<file path="src/rtl/fac_pkg.sv">
`default_nettype none

package fac_pkg;

  localparam int NUM_PLANES = 6;
  localparam int NUM_AXES   = 3;
  localparam int COEF_W     = 16;
  localparam int FRAC_BITS  = 14;
  localparam int CFG_IDX_W  = 3;
  localparam int CFG_DATA_W = 64;

  // Register indexes of the plane registers
  typedef enum logic [CFG_IDX_W-1:0] {
    CFG_PLANE_LEFT   = 3'd0,
    CFG_PLANE_RIGHT  = 3'd1,
    CFG_PLANE_TOP    = 3'd2,
    CFG_PLANE_BOTTOM = 3'd3,
    CFG_PLANE_NEAR   = 3'd4,
    CFG_PLANE_FAR    = 3'd5
  } cfg_idx_e;

  // Packing: a in bits 15:0, b in 31:16, c in 47:32, d in 63:48
  typedef struct packed {
    logic signed [COEF_W-1:0] d;
    logic signed [COEF_W-1:0] c;
    logic signed [COEF_W-1:0] b;
    logic signed [COEF_W-1:0] a;
  } plane_t;

  // Load enables of the arithmetic stages inside each plane lane
  typedef struct packed {
    logic s1;
    logic s2;
    logic s3;
  } stage_en_t;

endpackage

`default_nettype wire

</file>
<file path="src/rtl/fac_plane_regs.sv">
`default_nettype none

module fac_plane_regs (
  input  wire logic                                 clk_i,
  input  wire logic                                 rst_ni,
  input  wire logic                                 cfg_valid_i,
  input  wire logic [fac_pkg::CFG_IDX_W-1:0]        cfg_index_i,
  input  wire logic [fac_pkg::CFG_DATA_W-1:0]       cfg_data_i,
  output fac_pkg::plane_t                           plane_o [fac_pkg::NUM_PLANES]
);

  fac_pkg::plane_t plane_q [fac_pkg::NUM_PLANES];

  always_ff @(posedge clk_i or negedge rst_ni) begin
    if (!rst_ni) begin
      for (int p = 0; p < fac_pkg::NUM_PLANES; p++) begin
        plane_q[p] <= '0;
      end
    end else if (cfg_valid_i && (cfg_index_i <= fac_pkg::CFG_PLANE_FAR)) begin
      // indexes past the far plane are dropped
      plane_q[cfg_index_i] <= fac_pkg::plane_t'(cfg_data_i);
    end
  end

  assign plane_o = plane_q;

endmodule

`default_nettype wire

</file>
<file path="config.mk">
export PLATFORM = sky130hd
export DESIGN_NAME = fac_plane_regs
export DESIGN_NICKNAME = d
export VERILOG_FILES = /design/src/rtl/fac_pkg.sv /design/src/rtl/fac_plane_regs.sv
export SDC_FILE = /design/constraint.sdc
export NUM_CORES = 1
export LEC_CHECK = 0
export BUFFER_PORTS_ARGS = -buffer_cell sky130_fd_sc_hd__buf_2
export CORE_ASPECT_RATIO = 1.75
export CORE_MARGIN = 3
export CORE_UTILIZATION = 47
export DETAILED_ROUTE_END_ITERATION = 16
export PLACE_DENSITY_LB_ADDON = 0.12
export SLEW_MARGIN = 15
export SYNTH_ARGS = -nofsm -noshare
export SYNTH_HDL_FRONTEND = slang
export SYNTH_SLANG_ARGS = --single-unit
</file>
<file path="constraint.sdc">
create_clock -name clk_i -period 1 [get_ports clk_i]
set_input_delay 0 -clock clk_i [delete_from_list [all_inputs] [get_ports clk_i]]
set_output_delay 0 -clock clk_i [all_outputs]
set_load 0.05 [all_outputs]
</file>
==> results.cfg <==
[status]
status = complete, but fails checks
violations = negative hold slack, negative setup slack

[die]
start_util = 0.478
io_pins = 454
die-area_sq_um = 32800
dieHeight_um = 237
die_x_um = 138
row_count = 84
core-area_sq_um = 30100

[yosys]
synthTopCellsByArea = dfrtp_1 67%, mux2_2 30%, buf_6 2.1%, buf_2 0.49%, mux2_1 0.39%
async_flop_share = 1.00
synth_edf_count = 0
synth_cell_type_count = 9
synth_top_area_cell = dfrtp_1
synth_area_per_cell_sq_um = 17.6
ys_warn_count = 0
netlist_top_cells_count = 384 x dfrtp_1, 379 x mux2_2, 27 x buf_6
yosysSeqAreaShare = 0.668
syn_area_sq_um = 14400
synth_seq_cells = 384
synth.most_common_cell = dfrtp_1
synth_ff_type = dfrtp_1
postSynthCellCount = 816
synth.top_cell.area_share = 0.668
synthesis.nets = 886

[setup_path]
critPathKind = flop to output port
arrival_ps = 1110
critPathLaunchType = flop
r2r_slack_ps = -60
cp.required_ps = 1000
cp.buffers_inverters = 1
reg2regPathDepth = 3
crit_path_end_kind = output port
slowest_stage = dfrtp_1
regToRegEndpoint = plane_o[259]
crit_path_cell_trace = buf_6
crit_family = flip-flops
rr_startpoint = plane_o[259]
cp_max_fo = 2
max_stage_delay_ps = 420

[detailed_routing]
first_pass_iters = 4
drc = 0
routed_wl_mm = 43.9
vias = 9926
vias_per_cell = 5.16
drtAntennaViolNets = 0
wl_per_cell_um = 22.8
first_iter_violations = 306

[pwr]
p_comb_frac = 0.441
clkPwrFrac = 0.219
leakage_nw = 10.9
ir_drop_uv = 2210
p_sw_frac = 0.396
p_int_mw = 38.4
p_sw_mw = 25.2
power_density_nw_per_um2 = 2760
seq_power_share = 0.340

[clocking]
cts_sinks = 384
clk_pin_slew_worst_paths_ps = 70
clk_latency_ps = 510
cts_tree = built
clock_path_buffers = 3
root_buffer = clkbuf_16
htreeDepth = 2
cts_buffers = 36
ctsHoldBuffers = 65

[global_routing]
grt_pass1_wl_mm = 66.7
grt_antenna_before_repair = 0
first_global_vias = 10800
grt_use_total = 0.258
grt_overflow = 0
grt_max_degree = 46

[placed_design]
place_congestion = 0.810
hpwl_mm = 27.8
placed_cell_area_sq_um = 17800
dp_cells = 1663
portBuffers = 453

[timing]
fmax_ghz = 0.897
skew_ps = 0
drv_slew = 0
rsz0062_at_grt = true
slew_headroom = 0.764
finalCriticalPeriod_ps = 1110
finalHoldViolCount = 15
final.setup.tns_ps = -27900
worst_pin_slew_ps = 354
setup_slack_ps = -114
setup_violations = 407
post-route-period-util = 1.11
whs_ps = -39.3

[finish]
instances_no_fill = 1922
n_fill_cell = 1611
diodes = 0
fin_util = 0.767
area_growth_pct = 60.3
fin_nets = 1579
drive_gt1_frac = 0.700
final_area_sq_um = 23100
largest_reg_flops = 384

[min_path]
hold_class = input port to async pin

[job]
drv_cap = 0
[how the worst max path moves through the flow]
stage | startpoint | end | depth (start not counted)
2_1_floorplan | cfg_index_i[2] | plane_o[325] | 4
4_1_cts | plane_o[112] | plane_o[112] | 1
3_3_place_gp | cfg_index_i[1] | plane_o[1] | 6
6_report | plane_o[112] | plane_o[112] | 1
5_1_grt | plane_o[352] | plane_o[352] | 1
3_5_place_dp | cfg_index_i[1] | plane_o[23] | 6
[cell type report]
type	instances	area (sq um)	area share
Sequential cell	384	9610	0.417
Timing Repair Buffer	697	7060	0.306
Multi-Input combinational cell	390	4690	0.203
Clock buffer	53	1110	0.0480
Tap cell	387	484	0.0210
Clock inverter	11	110	0.00478
[kinds of logic (layout without fill, tap and decap cells)]
family                 Yosys count  in the layout  share of synthesized area
flip-flops                     384            384                      0.668
AND/OR/NAND/NOR                  6              6                    0.00444
buffers and inverters           42            761                     0.0265
multiplexers                   384            384                      0.301
[per-layer routing]
| metal | wire length [um] | GRT usage | share of wire | vias up |
|---|---|---|---|---|
| li1 | - | - | - | 4262 |
| met1 | 16000 | 0.307 | 0.37 | 5154 |
| met2 | 22700 | 0.445 | 0.52 | 408 |
| met3 | 3000 | 0.0702 | 0.068 | 102 |
| met4 | 2080 | 0.108 | 0.047 | 0 |
| met5 | 0 | 0 | 0 | - |
[timing repair]
item	in CTS	in global routing
resized for setup	768	14
endpoints found under the setup margin	384	384
hold endpoints to repair	768	14
setup buffers	72	58
[power by group through the flow]
| stage | registers [mW] | logic [mW] | clock network (mW) |
|---|---|---|---|
| 3_5_place_dp | 21.0 | 21.7 | 0 |
| 2_1_floorplan | 33.1 | 3.59 | 0 |
| 3_3_place_gp | 20.8 | 21.5 | 0 |
| 4_1_cts | 21.5 | 27.1 | 14.2 |
| 5_1_grt | 22.0 | 28.9 | 14.8 |
| 6_report | 21.6 | 28.1 | 14.0 |
[through the flow]
| step | worst slack, ps | power (mW) |
|---|---|---|
| after floorplan | -25.5 | 36.7 |
| after global placement | -374 | 42.3 |
| after detailed placement | -382 | 42.6 |
| after CTS | -134 | 62.8 |
| after global routing | -143 | 65.7 |
| final | -114 | 63.7 |
[cell usage in the layout, fill, tap and decap left out]
| cell type | Yosys | final |
|---|---|---|
| and4bb_4 | 0 | 3 |
| buf_12 | 0 | 28 |
| buf_2 | 14 | 68 |
| buf_4 | 1 | 142 |
| buf_6 | 27 | 393 |
| buf_8 | 0 | 1 |
| bufinv_16 | 0 | 2 |
| clkbuf_1 | 0 | 4 |
| clkbuf_16 | 0 | 37 |
| clkbuf_8 | 0 | 12 |
| clkinv_2 | 0 | 7 |
| clkinvlp_4 | 0 | 2 |
| dfrtp_1 | 384 | 384 |
| dlygate4sd3_1 | 0 | 65 |
| mux2_1 | 5 | 5 |
| mux2_2 | 379 | 306 |
| mux2_4 | 0 | 73 |
| nand4b_1 | 2 | 2 |
| nor4b_4 | 0 | 1 |
No activity file was read; power rests on OpenSTA's default activity.
