$ cat src/rtl/fac_pkg.sv
`default_nettype none

package fac_pkg;

  localparam int NUM_PLANES = 6;
  localparam int NUM_AXES   = 3;
  localparam int COEF_W     = 16;
  localparam int FRAC_BITS  = 14;
  localparam int CFG_IDX_W  = 3;
  localparam int CFG_DATA_W = 64;

  // Register indexes of the plane registers
  typedef enum logic [CFG_IDX_W-1:0] {
    CFG_PLANE_LEFT   = 3'd0,
    CFG_PLANE_RIGHT  = 3'd1,
    CFG_PLANE_TOP    = 3'd2,
    CFG_PLANE_BOTTOM = 3'd3,
    CFG_PLANE_NEAR   = 3'd4,
    CFG_PLANE_FAR    = 3'd5
  } cfg_idx_e;

  // Packing: a in bits 15:0, b in 31:16, c in 47:32, d in 63:48
  typedef struct packed {
    logic signed [COEF_W-1:0] d;
    logic signed [COEF_W-1:0] c;
    logic signed [COEF_W-1:0] b;
    logic signed [COEF_W-1:0] a;
  } plane_t;

  // Load enables of the arithmetic stages inside each plane lane
  typedef struct packed {
    logic s1;
    logic s2;
    logic s3;
  } stage_en_t;

endpackage

`default_nettype wire

$ cat src/rtl/fac_plane_lane.sv
`default_nettype none

module fac_plane_lane #(
  parameter int COORD_WIDTH = 16
) (
  input  wire logic                          clk_i,
  input  wire fac_pkg::stage_en_t            en_i,
  input  wire fac_pkg::plane_t               plane_i,
  input  wire logic signed [COORD_WIDTH-1:0] lo_i [fac_pkg::NUM_AXES],
  input  wire logic signed [COORD_WIDTH-1:0] hi_i [fac_pkg::NUM_AXES],
  output logic                               outside_o
);

  localparam int ProdW = fac_pkg::COEF_W + COORD_WIDTH;
  localparam int OffW  = fac_pkg::COEF_W + fac_pkg::FRAC_BITS;
  localparam int SumW  = ((ProdW > OffW) ? ProdW : OffW) + 2;

  logic signed [fac_pkg::COEF_W-1:0] n [fac_pkg::NUM_AXES];
  logic signed [ProdW-1:0] prod_lo_q [fac_pkg::NUM_AXES];
  logic signed [ProdW-1:0] prod_hi_q [fac_pkg::NUM_AXES];
  logic signed [ProdW-1:0] best_q    [fac_pkg::NUM_AXES];
  logic signed [SumW-1:0]  offset;
  logic signed [SumW-1:0]  sum;
  logic                    outside_q;

  assign n[0] = plane_i.a;
  assign n[1] = plane_i.b;
  assign n[2] = plane_i.c;

  // stage 1: both corner products on every axis
  always_ff @(posedge clk_i) begin
    if (en_i.s1) begin
      for (int k = 0; k < fac_pkg::NUM_AXES; k++) begin
        prod_lo_q[k] <= ProdW'(n[k]) * ProdW'(lo_i[k]);
        prod_hi_q[k] <= ProdW'(n[k]) * ProdW'(hi_i[k]);
      end
    end
  end

  // stage 2: keep the larger product per axis
  always_ff @(posedge clk_i) begin
    if (en_i.s2) begin
      for (int k = 0; k < fac_pkg::NUM_AXES; k++) begin
        best_q[k] <= (prod_lo_q[k] > prod_hi_q[k]) ? prod_lo_q[k] : prod_hi_q[k];
      end
    end
  end

  // stage 3: the farthest corner is outside when the best sum goes negative
  assign offset = SumW'(plane_i.d) <<< fac_pkg::FRAC_BITS;
  assign sum    = SumW'(best_q[0]) + SumW'(best_q[1]) + SumW'(best_q[2]) + offset;

  always_ff @(posedge clk_i) begin
    if (en_i.s3) begin
      outside_q <= sum[SumW-1];
    end
  end

  assign outside_o = outside_q;

endmodule

`default_nettype wire
$ cat config.mk
export PLATFORM = sky130hd
export DESIGN_NAME = fac_plane_lane
export DESIGN_NICKNAME = d
export VERILOG_FILES = /design/src/rtl/fac_pkg.sv /design/src/rtl/fac_plane_lane.sv
export SDC_FILE = /design/constraint.sdc
export NUM_CORES = 2
export LEC_CHECK = 0
export BUFFER_PORTS_ARGS = -buffer_cell sky130_fd_sc_hd__buf_4
export CAP_MARGIN = 40
export CORE_MARGIN = 2
export CORE_UTILIZATION = 60
export DETAILED_ROUTE_END_ITERATION = 12
export GPL_TIMING_DRIVEN = 0
export MAX_ROUTING_LAYER = met4
export PLACE_DENSITY = 0.86
export SYNTH_ARGS = -nofsm -noshare
export SYNTH_HDL_FRONTEND = slang
export SYNTH_SLANG_ARGS = --single-unit
$ cat constraint.sdc
create_clock -name clk_i -period 8 [get_ports clk_i]
set_input_delay 0 -clock clk_i [delete_from_list [all_inputs] [get_ports clk_i]]
set_output_delay 0 -clock clk_i [all_outputs]
set_load 0.02 [all_outputs]
==> run summary <==
The mapped cell area was 0.07339 sq mm. Excluding fillers, the count of instances in the completed layout stands at 9370. Classification of the worst setup path: in2reg. The mean routed wirelength per cell works out to 21.72 um. Kind of launch point of the worst setup path: a primary input. The die is 353.7 um wide. The wire length of the first global-routing pass is 321200 um.

The filler cell count is 9542. The synthesis-to-finish area growth works out to 6.321%. In this run the worst setup path begins at hi_i[33].

The run gives 0.1251 sq mm as the area enclosed by the die boundary. For this run, the number of Yosys warnings is 0. The largest clock skew in the final design was 0.01454 ns. Number of library cell types mapped by synthesis: 69. At the worst endpoint, the arrival time is 7.66 ns.

CTS placed an instance of clkbuf_16 at the clock tree root. The flow ran to the end, and the final reports show no timing, DRC or antenna violations. The initial antenna violation count was 17; the number of failing hold endpoints at the final stage was 0. The path class of the tightest hold or removal check is in2reg. The number of DRC markers after the initial detailed-route iteration came out at 4747.

The final-report max-slew violation count is 0. Counting the buffers created by CTS gives 29. H-tree level count: 1. The remaining global-route overflow is 0. Area used by sequential logic in the layout: 0.008678 sq mm. For the initial standard-cell utilization of the core, the log shows 60.38%. TritonCTS built the clock tree.

In this run the worst path has a maximum fanout of 10. Number of clock sinks seen by CTS: 289. Post-CTS repair changed the size of 0 cells. The critical path goes through dlygate4sd3_1 -> buf_4 -> clkbuf_1 -> nand2_1 -> fa_1 -> inv_1 -> fa_1 -> fa_1 -> fa_1 -> fa_1 -> inv_1 -> fa_1 -> inv_1 -> ha_1 -> and3_1 -> and3_1 -> nand4_1 -> a311oi_1 -> o21a_1 -> o21a_1 -> nor2_1 -> xnor2_1. The tools report the sum of net half-perimeters after detailed placement as 172400 um. After clock tree synthesis, the setup repair step added 0 buffers. For this run, the detailed router's first-pass iteration total came to 8. In this run the most critical hold path is launched from lo_i[1]. The highest-delay cell along the critical path was fa_1.

Counting every net in the synthesized netlist gives 9902. The pin count of the biggest net entering global routing was 98. Dividing the detail-routed via count by the number of cells gives 5.724.

Cells with a size suffix above 1 make up 4.166% of the layout. In the synthesized netlist, the number of instances is 7485. Dividing the synthesized area by the synthesized cell count gives 9.805 sq um. The number of global-route vias before repair is 57770, and the number of violations of the max-capacitance limit is 0. Clock-pin slew was measured on the worst setup and hold paths at 0.07 ns. The final weighted congestion in routability-driven placement was 1.026; the proportion of synthesized chip area in sequential cells was 11.82%. The remaining antenna violation count is 0. The die span in y came out at 353.7 um. Headroom to the max-slew limit came out at 30.46%. At the pin with the least slew margin, the transition time is 1.043 ns.

In this design, the stage delay of the slowest critical-path cell is 0.83 ns. Based on the critical path, the design can be clocked at up to 0.1366 GHz. 165 I/O pins were placed. Setup violations remaining at the end of the flow were counted as 0. Adding up every negative setup slack in the final design gives 0 ns. The smallest clock period supported by the final layout is computed as 7.322 ns. The beginning of the worst register-to-register path was prod_lo_q[0][31]. The nature of the critical path endpoint is a flip-flop. The routed layout has 53640 vias.

The number of standard-cell rows in the floorplan was 128. The commonest register cell after synthesis was edfxtp_1. The final layout contains 10130 nets. The ratio of final minimum period to clock period came out at 91.53%.

The area of the core region is 0.1216 sq mm. In this run, synthesis produced a sequential element count of 289. The count of flip-flops with a built-in enable after synthesis was 289.

In this run, placement finished with an instance count of 9288. For this run, the total global-route usage over all layers was measured as 34.55%. The required time reported for the critical path endpoint is 8.34 ns.

The tools report the routed wire length as 203600 um. The most common cell type on the critical path was fa_1. The insertion delay to the later sink of the worst-skew pair came out at 0.57 ns. The number of buffers inserted by port buffering works out to 164. In this run the deepest clock path goes through 3 buffers. Setup repair after global routing left no endpoint under its margin. The area of the multi-input gates is 0.05677 sq mm, and the number of design rule violations left after detail routing is 0. In the synthesized netlist the async set-or-reset flop fraction comes to 0%.
worst paths after layout:
check	end	slack [ns]	cells after the start
max reg2reg	best_q[0][28]	3.40	10
min reg2reg	best_q[0][72]	0.58	1
min	prod_lo_q[0][65]	0.04	3
max	prod_hi_q[0][29]	0.68	22
logic make-up after synthesis:
kind of cell | Yosys count | share of synthesized area [%]
multiplexers | 66 | 1.009
AND/OR/NAND/NOR | 1912 | 13.06
AO/OA/AOI/OAI | 642 | 5.730
buffers and inverters | 2109 | 10.82
flip-flops | 289 | 11.82
adder cells (fa/ha/maj) | 2253 | 55.00
XOR/XNOR | 214 | 2.554
stage by stage:
step	worst slack (ns)	cell area [sq um]	hold slack [ns]	util, %
after detailed placement	0.6591	76860	0.2025	63.23
final	0.6776	78030	0.03701	64.19
after floorplan	2.032	73390	0.1125	-
after global placement	0.7803	76660	0.2024	63.06
after CTS	0.9048	77960	0.01732	64.14
after global routing	0.4008	78020	0.02392	64.18
layout make-up:
class | instances | area share, %
Clock inverter | 22 | 0.3143
Timing Repair Buffer | 194 | 2.048
Inverter | 1833 | 8.817
Sequential cell | 289 | 11.12
Buffer | 276 | 1.363
Tap cell | 1625 | 2.606
Clock buffer | 29 | 0.9300
Antenna cell | 15 | 0.04810
Multi-Input combinational cell | 5087 | 72.75
flip-flops by register name (all words and copies together) (netlist names):
register	cells
best_q	96
outside_o	1
prod_hi_q	96
prod_lo_q	96
timing repair:
item,CTS,global route
endpoints found under the setup margin,0,0
hold endpoints to repair,74,0
hold buffers,13,0
cells in the mapped netlist (21+ instances only):
cell type,instances,area (sq um)
xor2_1,43,376.6
fa_1,1622,32470
o21a_1,36,270.3
xnor2_1,171,1498
clkbuf_1,263,987.2
a211oi_1,21,157.7
nand3_1,37,185.2
and2_1,748,4679
nand4_1,34,212.7
o21ai_0,131,655.6
inv_1,1833,6880
nand2_1,770,2890
mux2_2,64,720.7
nor2_1,164,615.6
o221a_1,30,337.8
a21o_1,100,750.7
nand2b_1,44,275.3
edfxtp_1,289,8678
ha_1,631,7895
a21oi_1,197,986.0
nor4_1,35,219.0
layer usage:
layer	vias to the layer above	wire length [um]	GRT usage (%)
met5	-	0	-
met4	0	11650	15.46
met3	615	21640	7.381
met2	2815	92820	52.71
met1	27170	77430	44.71
li1	23040	-	-
critical path: cells and delay by family:
| kind | cells | cell delay, ns |
|---|---|---|
| xor+xnor | 1 | 0.31 |
| simple gates | 5 | 1.04 |
| buf+inv | 6 | 1.44 |
| compound gates | 3 | 1.01 |
| fa+ha+maj | 7 | 3.83 |
placed cells by master (no fill, tap or decap), types with 8 or more instances in the layout:
master	instances
inv_1	1833
fa_1	1622
nand2_1	770
and2_1	748
ha_1	631
edfxtp_1	289
clkbuf_1	263
a21oi_1	197
xnor2_1	171
nor2_1	164
buf_4	163
o21ai_0	131
a21o_1	100
mux2_2	64
nand2b_1	44
xor2_1	43
nand3_1	37
o21a_1	36
nor4_1	35
nand4_1	34
o221a_1	30
clkbuf_16	29
a211oi_1	21
o21bai_1	20
nor3_1	20
nor2b_1	19
diode_2	15
o211ai_1	15
and3_1	14
buf_6	14
dlygate4sd3_1	13
a31oi_1	11
a211o_1	9
a21boi_0	8
Power is left out: the tool's default activity adds up to more than one toggle a clock period on the data nets, which glitch-free logic cannot reach.
